## src/rtl/core/tlbpt_pkg.sv

```systemverilog
// Shared widths, outcome codes and status types of the address translator.
package tlbpt_pkg;

    localparam int ADDR_W      = 16;
    localparam int OUTCOME_W   = 2;
    localparam int QUEUE_DEPTH = 2;

    localparam logic [OUTCOME_W-1:0] OUT_TLB_HIT  = 2'd0;
    localparam logic [OUTCOME_W-1:0] OUT_PT_HIT   = 2'd1;
    localparam logic [OUTCOME_W-1:0] OUT_LOADED   = 2'd2;
    localparam logic [OUTCOME_W-1:0] OUT_NO_FRAME = 2'd3;

    // Fill state of the queue between the front and back parts.
    typedef struct packed {
        logic full;
        logic empty;
    } t_queue_status;

    // Status the back part reports to the front part.
    typedef struct packed {
        logic clearing;
    } t_back_status;

endpackage

```

## src/rtl/core/tlbpt_if.sv

```systemverilog
// Valid/ready channel interfaces for requests and responses of the translator.
interface tlbpt_in_if;
    logic                          valid;
    logic                          ready;
    logic [tlbpt_pkg::ADDR_W-1:0]  virt_addr;

    modport source (output valid, output virt_addr, input ready);
    modport sink   (input valid, input virt_addr, output ready);
endinterface

interface tlbpt_out_if;
    logic                            valid;
    logic                            ready;
    logic [tlbpt_pkg::ADDR_W-1:0]    phys_addr;
    logic [tlbpt_pkg::OUTCOME_W-1:0] outcome;

    modport source (output valid, output phys_addr, output outcome, input ready);
    modport sink   (input valid, input phys_addr, input outcome, output ready);
endinterface

```

## src/rtl/core/tlb_page_table_translator_core.sv

```systemverilog
// Address translator top level: a four-entry TLB backed by a page table with frame allocation.
//
// Each request transfer carries a 16-bit logical address; the bits above OFFSET_BITS form
// the page number (reduced modulo PAGE_COUNT) and the low bits the offset. The block answers
// every request with exactly one response transfer, in order, carrying the physical address
// and an outcome: TLB hit, page table hit, page fault loaded (a fresh frame was handed out by
// the incrementing allocator), or no free frame (physical address zero, nothing updated).
// After a page table hit or a page fault the TLB entry at the round-robin fill pointer is
// replaced. After reset the page table valid bits are swept to zero, entry by entry; no
// request is taken during that sweep. The back part handles each item first in ST_IDLE,
// where it pops the item and reads the page table memory, whose read data is registered,
// and then in ST_RESOLVE, where it searches the TLB, resolves and updates; it pops no new
// item until the current one has resolved. A response that is held back lets the next
// item resolve in the cycle it is finally taken, so two response transfers may then
// follow in consecutive cycles. When PAGE_COUNT is a power of two the front part adds no
// delay; otherwise it reduces the page number by a reciprocal multiplication with a
// registered quotient and takes no new request until the previous one has been pushed
// into the queue. A two-entry queue between the parts and the response register let the
// front part take the next request while a response still waits to be taken.
module tlb_page_table_translator_core #(
    parameter int TLB_ENTRIES = 4,
    parameter int OFFSET_BITS = 12,
    parameter int PAGE_COUNT  = 16
) (
    input  logic         i_clk,
    input  logic         i_rst_n,
    tlbpt_in_if.sink     i_req,
    tlbpt_out_if.source  o_rsp
);
    localparam int ADDR_W  = tlbpt_pkg::ADDR_W;
    localparam int PAGE_W  = $clog2(PAGE_COUNT);
    localparam int TLB_W   = (TLB_ENTRIES > 1) ? $clog2(TLB_ENTRIES) : 1;
    localparam int FREE_W  = $clog2(PAGE_COUNT + 1);
    localparam int ITEM_W  = PAGE_W + ADDR_W;

    tlbpt_pkg::t_queue_status queue_status;
    tlbpt_pkg::t_back_status  back_status;

    logic                push;
    logic [PAGE_W-1:0]   push_page;
    logic [ADDR_W-1:0]   push_addr;
    logic                pop;
    logic [ITEM_W-1:0]   head;

    // The front part accepts requests and works out the page number.
    tlbpt_front #(
        .OFFSET_BITS (OFFSET_BITS),
        .PAGE_COUNT  (PAGE_COUNT),
        .PAGE_W      (PAGE_W)
    ) u_front (
        .i_clk       (i_clk),
        .i_rst_n     (i_rst_n),
        .i_req       (i_req),
        .i_back      (back_status),
        .i_queue     (queue_status),
        .o_push      (push),
        .o_push_page (push_page),
        .o_push_addr (push_addr)
    );

    // Classified items wait here until the back part is free.
    tlbpt_queue #(
        .WIDTH (ITEM_W)
    ) u_queue (
        .i_clk       (i_clk),
        .i_rst_n     (i_rst_n),
        .i_push      (push),
        .i_push_data ({push_page, push_addr}),
        .i_pop       (pop),
        .o_head      (head),
        .o_status    (queue_status)
    );

    // The back part owns all translation state and the response register.
    tlbpt_back #(
        .TLB_ENTRIES (TLB_ENTRIES),
        .OFFSET_BITS (OFFSET_BITS),
        .PAGE_COUNT  (PAGE_COUNT),
        .PAGE_W      (PAGE_W),
        .TLB_W       (TLB_W),
        .FREE_W      (FREE_W)
    ) u_back (
        .i_clk       (i_clk),
        .i_rst_n     (i_rst_n),
        .i_queue     (queue_status),
        .i_head_page (head[ITEM_W-1:ADDR_W]),
        .i_head_addr (head[ADDR_W-1:0]),
        .o_pop       (pop),
        .o_status    (back_status),
        .o_rsp       (o_rsp)
    );

endmodule

```

## src/rtl/core/tlbpt_queue.sv

```systemverilog
// Short register queue that decouples the front and back parts.
module tlbpt_queue #(
    parameter int WIDTH = 20
) (
    input  logic                     i_clk,
    input  logic                     i_rst_n,
    input  logic                     i_push,
    input  logic [WIDTH-1:0]         i_push_data,
    input  logic                     i_pop,
    output logic [WIDTH-1:0]         o_head,
    output tlbpt_pkg::t_queue_status o_status
);
    localparam int DEPTH = tlbpt_pkg::QUEUE_DEPTH;
    localparam int PTR_W = (DEPTH > 1) ? $clog2(DEPTH) : 1;
    localparam int CNT_W = $clog2(DEPTH + 1);

    logic [WIDTH-1:0] r_mem [DEPTH];
    logic [PTR_W-1:0] r_wr_ptr;
    logic [PTR_W-1:0] r_rd_ptr;
    logic [CNT_W-1:0] r_count;

    function automatic logic [PTR_W-1:0] ptr_next(input logic [PTR_W-1:0] ptr);
        if (ptr == PTR_W'(DEPTH - 1)) begin
            return '0;
        end
        return ptr + PTR_W'(1);
    endfunction

    always_ff @(posedge i_clk) begin
        if (!i_rst_n) begin
            r_wr_ptr <= '0;
            r_rd_ptr <= '0;
            r_count  <= '0;
        end else begin
            if (i_push) begin
                r_wr_ptr <= ptr_next(r_wr_ptr);
            end
            if (i_pop) begin
                r_rd_ptr <= ptr_next(r_rd_ptr);
            end
            case ({i_push, i_pop})
                2'b10:   r_count <= r_count + CNT_W'(1);
                2'b01:   r_count <= r_count - CNT_W'(1);
                default: r_count <= r_count;
            endcase
        end
    end

    always_ff @(posedge i_clk) begin
        if (i_push) begin
            r_mem[r_wr_ptr] <= i_push_data;
        end
    end

    assign o_head         = r_mem[r_rd_ptr];
    assign o_status.full  = (r_count == CNT_W'(DEPTH));
    assign o_status.empty = (r_count == '0);

endmodule

```

## src/rtl/core/tlbpt_front.sv

```systemverilog
// Front part: takes request transfers and derives the page number of each address.
module tlbpt_front #(
    parameter int OFFSET_BITS = 12,
    parameter int PAGE_COUNT  = 16,
    parameter int PAGE_W      = 4
) (
    input  logic                          i_clk,
    input  logic                          i_rst_n,
    tlbpt_in_if.sink                      i_req,
    input  tlbpt_pkg::t_back_status       i_back,
    input  tlbpt_pkg::t_queue_status      i_queue,
    output logic                          o_push,
    output logic [PAGE_W-1:0]             o_push_page,
    output logic [tlbpt_pkg::ADDR_W-1:0]  o_push_addr
);
    localparam int ADDR_W = tlbpt_pkg::ADDR_W;

    if ((PAGE_COUNT & (PAGE_COUNT - 1)) == 0) begin : g_mask
        // A power-of-two table size reduces the page number by keeping its low bits.
        logic [ADDR_W-1:0] raw_page;

        assign raw_page    = ADDR_W'(i_req.virt_addr >> OFFSET_BITS);
        assign i_req.ready = !i_queue.full && !i_back.clearing;
        assign o_push      = i_req.valid && i_req.ready;
        assign o_push_page = raw_page[PAGE_W-1:0];
        assign o_push_addr = i_req.virt_addr;
    end else begin : g_recip
        // Remainder by the table size through a reciprocal multiplication: the quotient
        // is registered first, then multiplied back and subtracted.
        localparam int RAW_W  = ADDR_W - OFFSET_BITS;
        localparam int SHIFT  = RAW_W + $clog2(PAGE_COUNT);
        localparam int RECIP  = ((1 << SHIFT) + PAGE_COUNT - 1) / PAGE_COUNT;
        localparam int PROD_W = RAW_W + SHIFT + 1;

        logic              r_busy;
        logic              r_phase;
        logic [ADDR_W-1:0] r_addr;
        logic [RAW_W-1:0]  r_quot;
        logic [RAW_W-1:0]  raw_page;
        logic [PROD_W-1:0] product;
        logic [RAW_W-1:0]  back_mul;
        logic [RAW_W-1:0]  rem;
        logic              accept;

        assign raw_page = r_addr[ADDR_W-1:OFFSET_BITS];
        assign product  = PROD_W'(raw_page) * PROD_W'(RECIP);
        assign back_mul = r_quot * RAW_W'(PAGE_COUNT);
        assign rem      = raw_page - back_mul;
        assign accept   = i_req.valid && i_req.ready;

        assign i_req.ready = !r_busy && !i_back.clearing;
        assign o_push      = r_busy && r_phase && !i_queue.full;
        assign o_push_page = PAGE_W'(rem);
        assign o_push_addr = r_addr;

        always_ff @(posedge i_clk) begin
            if (!i_rst_n) begin
                r_busy  <= 1'b0;
                r_phase <= 1'b0;
            end else if (accept) begin
                r_busy  <= 1'b1;
                r_phase <= 1'b0;
            end else if (o_push) begin
                r_busy <= 1'b0;
            end else if (r_busy) begin
                r_phase <= 1'b1;
            end
        end

        always_ff @(posedge i_clk) begin
            if (accept) begin
                r_addr <= i_req.virt_addr;
            end
            if (r_busy && !r_phase) begin
                r_quot <= product[SHIFT +: RAW_W];
            end
        end
    end

endmodule

```

## src/rtl/core/tlbpt_back.sv

```systemverilog
// Back part: TLB search, page table lookup, frame allocation and the result register.
module tlbpt_back #(
    parameter int TLB_ENTRIES = 4,
    parameter int OFFSET_BITS = 12,
    parameter int PAGE_COUNT  = 16,
    parameter int PAGE_W      = 4,
    parameter int TLB_W       = 2,
    parameter int FREE_W      = 5
) (
    input  logic                          i_clk,
    input  logic                          i_rst_n,
    input  tlbpt_pkg::t_queue_status      i_queue,
    input  logic [PAGE_W-1:0]             i_head_page,
    input  logic [tlbpt_pkg::ADDR_W-1:0]  i_head_addr,
    output logic                          o_pop,
    output tlbpt_pkg::t_back_status       o_status,
    tlbpt_out_if.source                   o_rsp
);
    localparam int ADDR_W    = tlbpt_pkg::ADDR_W;
    localparam int OUTCOME_W = tlbpt_pkg::OUTCOME_W;
    localparam int FRAME_W   = PAGE_W;
    localparam int WIDE_W    = 32;

    localparam logic [1:0] ST_CLEAR   = 2'd0;
    localparam logic [1:0] ST_IDLE    = 2'd1;
    localparam logic [1:0] ST_RESOLVE = 2'd2;

    logic [1:0]             r_state;
    logic [PAGE_W-1:0]      r_clr_idx;
    logic [PAGE_W-1:0]      r_page;
    logic [ADDR_W-1:0]      r_addr;
    logic [FRAME_W:0]       r_pt_rd;
    logic [FRAME_W:0]       r_pt [PAGE_COUNT];
    logic [PAGE_W-1:0]      r_tlb_tag   [TLB_ENTRIES];
    logic [FRAME_W-1:0]     r_tlb_frame [TLB_ENTRIES];
    logic [TLB_ENTRIES-1:0] r_tlb_valid;
    logic [TLB_W-1:0]       r_fill_ptr;
    logic [FREE_W-1:0]      r_free;
    logic                   r_out_valid;
    logic [ADDR_W-1:0]      r_phys;
    logic [OUTCOME_W-1:0]   r_outcome;

    logic                 resolve;
    logic                 tlb_hit;
    logic [FRAME_W-1:0]   tlb_frame;
    logic                 pt_valid;
    logic                 exhausted;
    logic [FRAME_W-1:0]   sel_frame;
    logic [OUTCOME_W-1:0] sel_outcome;
    logic                 do_fill;
    logic                 do_alloc;
    logic [ADDR_W-1:0]    offset;
    logic [ADDR_W-1:0]    n_phys;
    logic [TLB_W-1:0]     n_fill_ptr;

    assign o_pop     = (r_state == ST_IDLE) && !i_queue.empty;
    assign resolve   = (r_state == ST_RESOLVE) && (!r_out_valid || o_rsp.ready);
    assign pt_valid  = r_pt_rd[FRAME_W];
    assign exhausted = (r_free >= FREE_W'(PAGE_COUNT));

    // Highest index first so that the lowest matching entry wins.
    always_comb begin
        tlb_hit   = 1'b0;
        tlb_frame = '0;
        for (int i = TLB_ENTRIES - 1; i >= 0; i--) begin
            if (r_tlb_valid[i] && (r_tlb_tag[i] == r_page)) begin
                tlb_hit   = 1'b1;
                tlb_frame = r_tlb_frame[i];
            end
        end
    end

    always_comb begin
        sel_frame   = tlb_frame;
        sel_outcome = tlbpt_pkg::OUT_TLB_HIT;
        do_fill     = 1'b0;
        do_alloc    = 1'b0;
        if (!tlb_hit) begin
            if (pt_valid) begin
                sel_frame   = r_pt_rd[FRAME_W-1:0];
                sel_outcome = tlbpt_pkg::OUT_PT_HIT;
                do_fill     = 1'b1;
            end else if (exhausted) begin
                sel_frame   = '0;
                sel_outcome = tlbpt_pkg::OUT_NO_FRAME;
            end else begin
                sel_frame   = r_free[FRAME_W-1:0];
                sel_outcome = tlbpt_pkg::OUT_LOADED;
                do_fill     = 1'b1;
                do_alloc    = 1'b1;
            end
        end
    end

    assign offset = r_addr & ADDR_W'((WIDE_W'(1) << OFFSET_BITS) - WIDE_W'(1));
    assign n_phys = (sel_outcome == tlbpt_pkg::OUT_NO_FRAME) ? '0
                  : ADDR_W'((WIDE_W'(sel_frame) << OFFSET_BITS) | WIDE_W'(offset));
    assign n_fill_ptr = (r_fill_ptr == TLB_W'(TLB_ENTRIES - 1)) ? '0
                      : r_fill_ptr + TLB_W'(1);

    always_ff @(posedge i_clk) begin
        if (!i_rst_n) begin
            r_state     <= ST_CLEAR;
            r_clr_idx   <= '0;
            r_tlb_valid <= '0;
            r_fill_ptr  <= '0;
            r_free      <= '0;
            r_out_valid <= 1'b0;
        end else begin
            case (r_state)
                ST_CLEAR: begin
                    r_clr_idx <= r_clr_idx + PAGE_W'(1);
                    if (r_clr_idx == PAGE_W'(PAGE_COUNT - 1)) begin
                        r_state <= ST_IDLE;
                    end
                end
                ST_IDLE: begin
                    if (o_pop) begin
                        r_state <= ST_RESOLVE;
                    end
                end
                ST_RESOLVE: begin
                    if (resolve) begin
                        r_state <= ST_IDLE;
                    end
                end
                default: r_state <= ST_CLEAR;
            endcase

            if (resolve) begin
                r_out_valid <= 1'b1;
            end else if (o_rsp.ready) begin
                r_out_valid <= 1'b0;
            end

            if (resolve && do_fill) begin
                r_tlb_valid[r_fill_ptr] <= 1'b1;
                r_fill_ptr              <= n_fill_ptr;
            end
            if (resolve && do_alloc) begin
                r_free <= r_free + FREE_W'(1);
            end
        end
    end

    // Page table memory: one write port, one registered read port.
    always_ff @(posedge i_clk) begin
        if (r_state == ST_CLEAR) begin
            r_pt[r_clr_idx] <= '0;
        end else if (resolve && do_alloc) begin
            r_pt[r_page] <= {1'b1, r_free[FRAME_W-1:0]};
        end
        if (o_pop) begin
            r_pt_rd <= r_pt[i_head_page];
        end
    end

    always_ff @(posedge i_clk) begin
        if (o_pop) begin
            r_page <= i_head_page;
            r_addr <= i_head_addr;
        end
        if (resolve && do_fill) begin
            r_tlb_tag[r_fill_ptr]   <= r_page;
            r_tlb_frame[r_fill_ptr] <= sel_frame;
        end
        if (resolve) begin
            r_phys    <= n_phys;
            r_outcome <= sel_outcome;
        end
    end

    assign o_status.clearing = (r_state == ST_CLEAR);
    assign o_rsp.valid       = r_out_valid;
    assign o_rsp.phys_addr   = r_phys;
    assign o_rsp.outcome     = r_outcome;

endmodule

```

## src/flat_wrapper.sv

```systemverilog
// flat-port wrapper written by rule: the top's interface ports become plain ports
module tlb_page_table_translator_core_flat 
#(
    parameter int TLB_ENTRIES = 4,
    parameter int OFFSET_BITS = 12,
    parameter int PAGE_COUNT  = 16
)
  (i_clk, i_rst_n, i_req_valid, i_req_virt_addr, i_req_ready, o_rsp_valid, o_rsp_phys_addr, o_rsp_outcome, o_rsp_ready);
  tlbpt_in_if i_req_i ();
  tlbpt_out_if o_rsp_i ();
  input  logic i_clk;
  input  logic i_rst_n;
  input wire logic [$bits(i_req_i.valid)-1:0] i_req_valid;
  input wire logic [$bits(i_req_i.virt_addr)-1:0] i_req_virt_addr;
  output wire logic [$bits(i_req_i.ready)-1:0] i_req_ready;
  output wire logic [$bits(o_rsp_i.valid)-1:0] o_rsp_valid;
  output wire logic [$bits(o_rsp_i.phys_addr)-1:0] o_rsp_phys_addr;
  output wire logic [$bits(o_rsp_i.outcome)-1:0] o_rsp_outcome;
  input wire logic [$bits(o_rsp_i.ready)-1:0] o_rsp_ready;
  assign i_req_i.valid = i_req_valid;
  assign i_req_i.virt_addr = i_req_virt_addr;
  assign i_req_ready = i_req_i.ready;
  assign o_rsp_valid = o_rsp_i.valid;
  assign o_rsp_phys_addr = o_rsp_i.phys_addr;
  assign o_rsp_outcome = o_rsp_i.outcome;
  assign o_rsp_i.ready = o_rsp_ready;
  tlb_page_table_translator_core #(.TLB_ENTRIES(TLB_ENTRIES), .OFFSET_BITS(OFFSET_BITS), .PAGE_COUNT(PAGE_COUNT)) u_core (.i_clk(i_clk), .i_rst_n(i_rst_n), .i_req(i_req_i), .o_rsp(o_rsp_i));
endmodule
```

## config.mk

```make
export PLATFORM = sky130hd
export DESIGN_NAME = tlb_page_table_translator_core_flat
export DESIGN_NICKNAME = d
export VERILOG_FILES = /design/src/rtl/core/tlbpt_pkg.sv /design/src/rtl/core/tlbpt_if.sv /design/src/rtl/core/tlb_page_table_translator_core.sv /design/src/rtl/core/tlbpt_queue.sv /design/src/rtl/core/tlbpt_front.sv /design/src/rtl/core/tlbpt_back.sv /design/src/flat_wrapper.sv
export SDC_FILE = /design/constraint.sdc
export NUM_CORES = 1
export LEC_CHECK = 0
export BUFFER_PORTS_ARGS = -buffer_cell sky130_fd_sc_hd__buf_2
export CAP_MARGIN = 20
export CORE_AREA = 2 2 146 120
export DETAILED_ROUTE_END_ITERATION = 6
export DIE_AREA = 0 0 148 122
export HOLD_SLACK_MARGIN = 0.12
export PLACE_DENSITY = 0.66
export SLEW_MARGIN = 20
export SYNTH_ARGS = -nofsm -noshare
export SYNTH_HDL_FRONTEND = slang
export SYNTH_SLANG_ARGS = --single-unit
export TNS_END_PERCENT = 5
```

## constraint.sdc

```tcl
create_clock -name i_clk -period 3.8 [get_ports i_clk]
set_input_delay 0.76 -clock i_clk [delete_from_list [all_inputs] [get_ports i_clk]]
set_output_delay 0.76 -clock i_clk [all_outputs]
set_load 0.01 [all_outputs]
```

== Word-level counts from Yosys, hierarchy flattened ==
Memories as Yosys holds them, arrays and structs flattened. A register that Yosys moved wholly into a read port is not among the register bits.
Index checks and enable logic that the tools add are counted.
Storage, ports and cells
  register bits after elaboration: 56
  bits in writable memories: 152
  input bits: 20
  output and inout bits: 20
  logic and storage cells: 119
  memories kept: 4
Cells by class
  add/subtract/negate cells: 7
  magnitude comparators: 3
  equal/unequal tests: 15
  muxes and demuxes: 53
  bitwise gates (word level): 2
  reductions and logical operators: 22
Memories
  u_core.u_back.r_pt: words 16, bits a word 5, rd ports 1, clocked after memory_dff 1, write ports 1, line tlbpt_back.sv:33  | logic [FRAME_W:0] r_pt [PAGE_COUNT];
  u_core.u_queue.r_mem: words 2, bits a word 20, rd ports 1, clocked after memory_dff 1, write ports 1, line tlbpt_queue.sv:17  | logic [WIDTH-1:0] r_mem [DEPTH];
  u_core.u_back.r_tlb_frame: words 4, bits a word 4, rd ports 4, clocked after memory_dff 0, write ports 1, line tlbpt_back.sv:35  | logic [FRAME_W-1:0] r_tlb_frame [TLB_ENTRIES];
  u_core.u_back.r_tlb_tag: words 4, bits a word 4, rd ports 4, clocked after memory_dff 0, write ports 1, line tlbpt_back.sv:34  | logic [PAGE_W-1:0] r_tlb_tag [TLB_ENTRIES];
Operator list (number)
  1-bit 2-to-1 mux: 35
  4-bit 2-to-1 mux: 8
  4-bit == test: 4
  16-bit by 12-bit OR with 16-bit output: 1
  2-bit 2-to-1 mux: 6
  1-bit logical AND: 11
  2-bit == test, second input constant: 5
  2-bit one-hot mux with 3 select lines: 1
  5-bit by 1-bit adder with 5-bit output, second input constant: 1
  5-bit greater-or-equal comparator, second input constant: 1
  5-bit 2-to-1 mux: 1
  5-bit OR reduction: 1
  2-bit by 1-bit adder with 2-bit output, second input constant: 2
  4-bit by 1-bit adder with 4-bit output, second input constant: 1
  2-bit by 1-bit == test with 1-bit output, second input constant: 2
  4-bit == test, second input constant: 1
  1-bit zero test: 4
  2-bit zero test: 2
  2-bit inequality test, second input constant: 2
  4-bit OR: 1
  2-bit one-hot mux with 2 select lines: 1
  2-bit nonzero test: 2
  2-bit by 3-bit less-than comparator with 1-bit output, second input constant: 1
  3-bit AND reduction: 1
  6 further kinds: 7

== Logic depth before layout (Yosys ltp) ==
Gate-level depths: netlist of the first run.
An unclocked memory read counts as a cell.
  word-level depth: 14
  gate-level depth with buffers: 9
  mapped depth without buffers: 7

== Cells and area by module ==
From an unflattened synthesis of the first run, not the netlist that was laid out.
Unflattened totals
  cell total of the unflattened synthesis: 530
  area total of the unflattened synthesis: 8672.1 um^2
Modules (own cells, without submodules)
  tlbpt_back: instances 1, cells each 424, area each 6852.8 um^2, sequential area each 4894.7 um^2
  tlbpt_queue: instances 1, cells each 84, area each 1652.8 um^2, sequential area each 1301.2 um^2
  tlbpt_front: instances 1, cells each 22, area each 166.4 um^2, sequential area each 0.0 um^2

== Least setup slack after synthesis of the first run ==
OpenSTA, ideal clock, no wires.
  kind: input to register
  start point: input port o_rsp_ready
  end point: memory u_core.u_back.r_pt[1][0] (netlist name) (enable)
  library setup time: 0.355 ns
  arrival time: 2.893 ns
  data required time: 3.445 ns
  path slack: 0.553 ns
  cell stages on the path: 8
  path through: nor2b_1 or3_1 inv_1 nand2_1 nor4_4 buf_2 nand3b_1 o22ai_1
On the way
  cells in the longest elaborated chain, start to end: 8
  elaborated cells on any way between the ends: 9
  classes of those cells: 5 x mux; 4 x reduce/logical
RTL lines
  from (decl): line flat_wrapper.sv:19  | input wire logic [$bits(o_rsp_i.ready)-1:0] o_rsp_ready;
  1-bit logical OR *: line tlbpt_back.sv:57  | assign resolve = (r_state == ST_RESOLVE) && (!r_out_valid || o_rsp.ready);
  1-bit logical AND *: line tlbpt_back.sv:57
  named net u_core.u_back.resolve: line tlbpt_back.sv:43  | logic resolve;
  1-bit logical AND *: line tlbpt_back.sv:150  | end else if (resolve && do_alloc) begin
  1-bit 2-to-1 mux *: line tlbpt_back.sv:150
  1-bit 2-to-1 mux *: line tlbpt_back.sv:148  | if (r_state == ST_CLEAR) begin
  1-bit 2-to-1 mux (implied by the code) *: line tlbpt_back.sv:151  | r_pt[r_page] <= {1'b1, r_free[FRAME_W-1:0]};
  5-bit OR reduction (no line)
  4-bit 2-to-1 mux (no line) or 1-bit 2-to-1 mux (tied branches)
  to (decl): line tlbpt_back.sv:33
Mark *: on every way through the listed nets, which the timed path passes. The rest lies on a longest branch.

== Worst setup path after layout of the first run ==
  start point: register u_core.u_back.r_page[1]
  end point: memory u_core.u_back.r_tlb_frame[3][2] (netlist name) (enable)
On the way
  cells in the longest elaborated chain, start to end: 10
  elaborated cells on any way between the ends: 16
  classes of those cells: 4 x eq/ne; 7 x mux; 5 x reduce/logical
RTL lines
  from (decl): line tlbpt_back.sv:30  | logic [PAGE_W-1:0] r_page;
  from (signal assigned): line tlbpt_back.sv:160  | r_page <= i_head_page;
  4-bit == test: line tlbpt_back.sv:66  | if (r_tlb_valid[i] && (r_tlb_tag[i] == r_page)) begin
  1-bit logical AND: line tlbpt_back.sv:66
  1-bit 2-to-1 mux (3 in series): line tlbpt_back.sv:66
  1-bit 2-to-1 mux *: line tlbpt_back.sv:66
  1-bit 2-to-1 mux *: line tlbpt_back.sv:78  | if (!tlb_hit) begin
  1-bit logical AND *: line tlbpt_back.sv:163  | if (resolve && do_fill) begin
  1-bit 2-to-1 mux *: line tlbpt_back.sv:163
  1-bit 2-to-1 mux (implied by the code) *: line tlbpt_back.sv:165  | r_tlb_frame[r_fill_ptr] <= sel_frame;
  to (decl): line tlbpt_back.sv:35
Every way passes the cells marked *; elsewhere a longest branch is shown, timed or not.

==> impl_metrics.csv, run 1 <==
group,metric,value,unit
clocking,cts_sinks,206,
route,drc,0,
floorplanning,fp.dieH,122,um
timing,setup_tns,0,ns
yosys,synthMuxAreaShare,0.02599,
yosys,postSynthAreaPerCell,13.86,um^2
route,ant_nets,0,
finish,mostFrequentLayoutCell,"edfxtp_1",
power,powerDensity,478.7,nW/um^2
grt,grt.met3_usage,0.03258,
timing,hold_viol_final,0,
clocking,root_buffer,"clkbuf_16",
critical_path,crit_type,"flip-flop to flip-flop",
finish,layout_common_cells,"edfxtp_1 (183), nand2_1 (109), buf_2 (39)",
floorplanning,start_util,0.4962,
critical_path,critPathTopFamily,"simple AND/OR/NAND/NOR gates",
clocking,cts_resized,0,
clocking,cts_buffers,21,
grt,antenna_found_initial,0,
placement,portBuffers,39,
timing,skew,0.01987,ns
timing,slew-limit-headroom,0.4641,
floorplanning,pin_count,40,
yosys,yosysSeqAreaShare,0.7150,
grt,overflow,0,
worst_hold_path,min_path_type,"primary input to flip-flop",
yosys,synth_edf_count,183,
yosys,synthAdderAreaFrac,0.01052,
yosys,async_reset_ff_frac,0,
clocking,cts_setup_buffers,0,
finish,fillerInstances,1373,
timing,setup-violations-final,0,
placement,pre_cts_slack,0.6624,ns
route,viasPerCell,5.495,
floorplanning,die_area,18060,um^2
route,routed_wire_length_per_instance,18.39,um
finish,fin_nets,671,
critical_path,arrival,3.13,ns
yosys,yosysWarnings,0,
timing,period_minus_slack,2.985,ns
timing,holdWs,0.4476,ns
critical_path,cp_max_fo,16,
yosys,syn_area,8329,um^2
critical_path,slowest_delay,0.62,ns
grt,met2_usage,0.2781,
finish,stdcell_count,884,
clocking,cts_htree_levels,1,
placement,dpl.hpwl,10840,um
grt,busiest_layer,"met1",
critical_path,slowest_stage,"edfxtp_1",
critical_path,cp-end-kind,"flip-flop",
route,drt_iter0_markers,396,
critical_path,path_cells,"xnor2_1, and2_4, a2bb2o_4, or3_1, nor3_4, and2_1",
grt,globalRouteMet1Util,0.2808,
clocking,cts_tree,"yes",
critical_path,cp.required,3.95,ns
finish,layout-drive-gt1-share,0.1700,
finish,antenna-diode-count,0,
timing,fin_crit_sh,0.7854,
timing,slew_viol_final,0,
placement,post-place-cells,846,
placement,placed_area,8756,um^2
yosys,synth-compound-area-share,0.07361,
job,maxCapViolCount,0,
grt,grt_pass1_wl,25700,um
timing,worst_slack,0.8154,ns
critical_path,cp.buffers_inverters,0,
floorplanning,coreArea,16790,um^2
timing,rsz0062_at_grt,"no",
finish,syn_to_final_growth,13.23,%
grt,grt_usage,0.1852,
route,vias,4858,
clocking,cts.path.max_buffers,3,
yosys,syn_inst,601,
finish,final_area,9432,um^2
route,wirelength,16260,um
yosys,ys.flop_type,"edfxtp_1",
clocking,cts_hold_buffers,0,
timing,clock.fmax,335.1,MHz
floorplanning,die_width,148,um
yosys,syn_nets,628,
power,peakVddDrop,0.4431,mV
yosys,synth_cell_type_count,44,
timing,tightest_slew,0.8021,ns
grt,grt_max_degree,42,
grt,first_global_vias,4736,
power,p_leak,3.267,nW
power,power,4.515,mW
yosys,synth-seq-cells,206,
finish,utilization,0.5619,
yosys,synth-simple-area-share,0.1299,
route,firstDrtPassIters,6,
yosys,synth-xor-area-share,0.02313,
placement,globalplace.congestion,0.8223,
clocking,clk_pin_slew,0.06,ns
run_status,outcome,"finished, final reports clean",
critical_path,start_kind,"flip-flop",
clocking,clock_latency,0.50,ns
yosys,synth_top_family_by_area,"simple AND/OR/NAND/NOR gates",
floorplanning,rows,43,
-- Yosys cell counts (10+ instances only) --
master    instances  area [um^2]
edfxtp_1        183         5495
nand2_1         109        409.1
dfxtp_1          23        460.4
o22ai_1          18        112.6
and3_1           17        106.4
and2_1           16        100.1
clkbuf_1         16        60.06
nor2b_1          16        100.1
a21oi_1          15        75.07
nand3_1          15        75.07
xnor2_1          15        131.4
nor2_1           14        52.55
mux2_2           13        146.4
a311oi_1         10        87.58
a31oi_1          10        62.56
-- worst register-to-register path, delay by kind of cell (launching register included) --
kind                      cells  cell delay [ns]
AOI/OAI and AO/OA             1             0.21
xor gates and xnor gates      1             0.24
DFF                           1             0.62
and+or+nand+nor               4             1.56
-- cells by family (layout without fill, tap and decap cells) --
family          count (synthesis)  after routing
simple gates                  218            218
compound gates                 89             89
fa+ha+maj                       7              7
mux                            20             20
flops                         206            206
buf+inv                        39             97
xor+xnor                       22             22
-- flip-flops by register name, indices dropped and copies added (netlist names), named ones only --
name / count
u_core.u_back.r_page: 4
u_core.u_back.r_tlb_tag: 16
u_core.u_back.r_free: 5
u_core.u_back.r_pt: 80
u_core.u_back.o_rsp.phys_addr: 16
u_core.u_queue.r_wr_ptr: 1
u_core.u_queue.r_count: 2
u_core.u_back.r_tlb_valid: 4
u_core.u_queue.r_mem: 32
u_core.u_back.r_tlb_frame: 16
u_core.u_back.r_fill_ptr: 2
u_core.u_back.r_addr: 12
u_core.u_back.o_rsp.valid: 1
u_core.u_queue.r_rd_ptr: 1
u_core.u_back.r_clr_idx: 4
u_core.u_back.r_pt_rd: 5
u_core.u_back.o_rsp.outcome: 2
u_core.u_back.r_state: 2
-- path summary, 6_finish.rpt --
check | startpoint | end | slack, ns | depth (start not counted)
worst max-delay path | u_core.u_back.r_page[1] | u_core.u_back.r_tlb_frame[3][2] | 0.82 | 6
worst min-delay path | i_req_virt_addr[11] | u_core.u_queue.r_mem[1][11] | 0.45 | 1
worst max register to register | u_core.u_back.r_page[1] | u_core.u_back.r_tlb_frame[3][2] | 0.82 | 6
worst min register to register | u_core.u_back.r_tlb_valid[2] | u_core.u_back.r_tlb_valid[2] | 0.48 | 2
-- layout make-up --
| class | instances | area [um^2] | share of cell area |
|---|---|---|---|
| Clock inverter | 9 | 110.1 | 0.01167 |
| Inverter | 9 | 33.78 | 0.003582 |
| Sequential cell | 206 | 5956 | 0.6315 |
| Tap cell | 225 | 281.5 | 0.02985 |
| Clock buffer | 29 | 565.5 | 0.05996 |
| Multi-Input combinational cell | 356 | 2207 | 0.2340 |
| Timing Repair Buffer | 50 | 277.8 | 0.02945 |
-- layer usage --
layer / up-vias / wire (um)
met5: - / 0
met4: 0 / 337
met3: 33 / 1130
met2: 166 / 7157
met1: 2348 / 7634
li1: 2311 / -
-- power by group --
group	switching, mW	leakage [nW]	internal [mW]
Sequential	0.00845	1.90	2.46
Clock	0.812	0.319	1.19
Combinational	0.0327	1.05	0.0194
Note: power is estimated with default switching activity, not from simulation.
==> run 2, diff against run 1 <==
- ABC_AREA: default -> 1
- CORE_AREA: 2 2 146 120 -> 2 2 148 121
- DIE_AREA: 0 0 148 122 -> 0 0 150 123
- PLACE_DENSITY: 0.66 -> 0.69
- clock period: 3.8 -> 2.7 ns (I/O delays scaled with it)
==> run 2 against run 1 <==
Net effect:
- hold slack worse by 0.20 ns
- cell count up 16%
- worst setup slack worse by 0.71 ns
- clock power up 44%
- maximum frequency up 15%
- die area up 2.2%
- total power up 43%
- sequential power up 40%
- sequential cell count unchanged
- core utilization up 1.8 points
- critical endpoint is now u_core.u_back.r_pt[6][2]
- largest power group unchanged
- highest routed layer unchanged
==> impl_metrics.csv, run 2 <==
group,metric,value,unit
yosys,yosys-top-cells-area,"edfxtp_1 (65%), dfxtp_1 (5.4%), inv_1 (4.8%)",
power,p_seq_frac,0.538,
power,pwr-share-comb,0.017,
critical_path,critPathTopFamily,"simple AND/OR/NAND/NOR gates",
yosys,yosysMostFrequentCell,"edfxtp_1",
grt,grt_max_degree,64,
clocking,cts.path.max_buffers,3,
grt,antenna_found_initial,0,
yosys,synth_cell_type_count,35,
yosys,postSynthAreaPerCell,11.73,um^2
power,p_sw_frac,0.1866,
critical_path,slowest_delay,0.54,ns
yosys,yosys-top-cells-count,"edfxtp_1 (183), inv_1 (108), nand2_1 (98)",
timing,slew_viol_final,0,
clocking,cts_sinks,206,
route,wirelength,16540,um
timing,tightest_slew,0.8654,ns
placement,pre_cts_slack,-0.01155,ns
grt,grt_usage,0.1833,
timing,rsz0062_at_grt,"yes",
finish,syn_to_final_growth,15.75,%
run_status,outcome,"finished, final reports clean",
clocking,root_buffer,"clkbuf_16",
grt,grt_pass1_wl,26250,um
timing,fin_crit_sh,0.9598,
clocking,clock_latency,0.48,ns
timing,holdWs,0.2444,ns
timing,skew,0.008201,ns
critical_path,cp.buffers_inverters,1,
critical_path,arrival,2.74,ns
route,vias,5404,
finish,largest_register_ffs,80,
route,firstDrtPassIters,5,
clocking,cts_tree,"yes",
yosys,synth-seq-cells,206,
job,maxCapViolCount,0,
yosys,synth_edf_count,183,
yosys,syn_inst,726,
finish,fin_nets,810,
timing,worst_slack,0.1085,ns
critical_path,cp-end-kind,"flip-flop",
power,p_leak,3.739,nW
floorplanning,start_util,0.5010,
route,drc,0,
route,routed_wire_length_per_instance,16.19,um
critical_path,crit_type,"flip-flop to flip-flop",
floorplanning,die_area,18450,um^2
finish,layout_common_cells,"edfxtp_1 (183), inv_1 (106), nand2_1 (97)",
finish,regMostFlops,"u_core.u_back.r_pt",
critical_path,cp.required,2.85,ns
power,powerDensity,654.6,nW/um^2
yosys,post-synth-top-area-cell,"edfxtp_1",
route,drt_iter0_markers,494,
clocking,clk_pin_slew,0.06,ns
finish,reg_top3,"u_core.u_back.r_pt x80, u_core.u_queue.r_mem x32",
power,clkPwrFrac,0.446,
power,p_int,5.249,mW
yosys,ys.flop_type,"edfxtp_1",
floorplanning,rows,43,
power,peakVddDrop,0.5941,mV
yosys,syn_area,8517,um^2
grt,overflow,0,
yosys,syn_nets,753,
route,ant_nets,0,
yosys,yosysSeqAreaShare,0.6993,
placement,portBuffers,39,
yosys,yosysWarnings,0,
placement,dpl.hpwl,11110,um
timing,setup-violations-final,0,
clocking,cts_buffers,20,
floorplanning,coreArea,17000,um^2
route,viasPerCell,5.288,
critical_path,path_cells,"o21ai_0, nor2_1, nand3_2, nand2_2, nor2_4, nand3_4, nand2_1, nand2_2, inv_2, nand2_1, nor2_2",
floorplanning,die_width,150,um
floorplanning,fp.dieH,123,um
placement,globalplace.congestion,0.8910,
clocking,cts_hold_buffers,0,
finish,mostFrequentLayoutCell,"edfxtp_1",
critical_path,start_kind,"flip-flop",
finish,layout-drive-gt1-share,0.1932,
critical_path,slowest_stage,"edfxtp_1",
power,switchingPower,1.204,mW
grt,first_global_vias,5275,
worst_hold_path,min_path_type,"primary input to flip-flop",
timing,slew-limit-headroom,0.4169,
critical_path,cp_max_fo,11,
clocking,cts_htree_levels,1,
yosys,yosysTopAreaCellShare,0.6452,
timing,period_minus_slack,2.592,ns
timing,hold_viol_final,0,
finish,antenna-diode-count,0,
yosys,async_reset_ff_frac,0,
floorplanning,pin_count,40,
timing,clock.fmax,385.9,MHz
[run 2: cells by family (layout without fill, tap and decap cells)]
| logic type | after synthesis | in the layout | share of synthesized area |
|---|---|---|---|
| AOI/OAI and AO/OA | 131 | 131 | 0.08359 |
| buffers and inverters | 137 | 208 | 0.06493 |
| muxes | 12 | 12 | 0.01587 |
| and+or+nand+nor | 227 | 227 | 0.1199 |
| adders and majority gates | 7 | 7 | 0.01028 |
| xor gates and xnor gates | 6 | 6 | 0.006170 |
| DFF | 206 | 206 | 0.6993 |
[run 2: layout make-up]
type,instances,area (um^2)
Clock buffer,25,560.5
Clock inverter,11,128.9
Fill cell,1404,7143
Inverter,113,434.2
Multi-Input combinational cell,383,2140
Sequential cell,206,5956
Tap cell,225,281.5
Timing Repair Buffer,59,357.8
[run 2: metal layers]
layer	GRT usage	routed length, um
met2	0.2977	7871
met3	0.03690	1117
met4	0.04953	285
met1	0.2555	7267
met5	0	0
[run 2: power by group through the flow]
stage                     sequential [mW]  clock [mW]  combinational [mW]
after floorplan                      3.53           0              0.0543
after global placement               3.54           0              0.0877
after detailed placement             3.54           0              0.0904
after CTS                            3.47        2.93              0.0918
after global routing                 3.47        3.05               0.121
final                                3.47        2.87               0.109
[run 2: final timing paths]
check | depth (start not counted) | slack [ns] | to | from
min reg2reg | 1 | 0.46 | u_core.u_queue.r_rd_ptr | u_core.u_queue.r_rd_ptr
min | 1 | 0.24 | u_core.u_queue.r_mem[0][17] | i_req_virt_addr[13]
max reg2reg | 11 | 0.11 | u_core.u_back.r_pt[6][2] | u_core.u_back.r_page[0]
max | 11 | 0.11 | u_core.u_back.r_pt[6][2] | u_core.u_back.r_page[0]
[run 2: timing repair]
action | CTS | global route
gates resized for setup | 2 | 31
endpoints found under the setup margin | 17 | 103
setup buffers | 0 | 4
pin swaps | 0 | 2
[run 2: worst reg2reg max path: cells and delay by family (launching register included)]
kind / cells / cell delay [ns]
simple gates: 9 / 1.38
flops: 1 / 0.54
compound gates: 1 / 0.27
buf+inv: 1 / 0.08
[run 2: through the flow]
step	utilization	setup TNS [ns]	total power [mW]	std cells	instance area [um^2]
floorplan	-	0	3.589	726	8522
global placement	0.5305	0	3.624	982	9019
detailed placement	0.5305	-0.1057	3.628	982	9019
CTS	0.5713	-0.1698	6.491	1018	9713
global route	0.5799	-0.5596	6.636	1022	9858
finish	0.5799	0	6.453	1022	9858
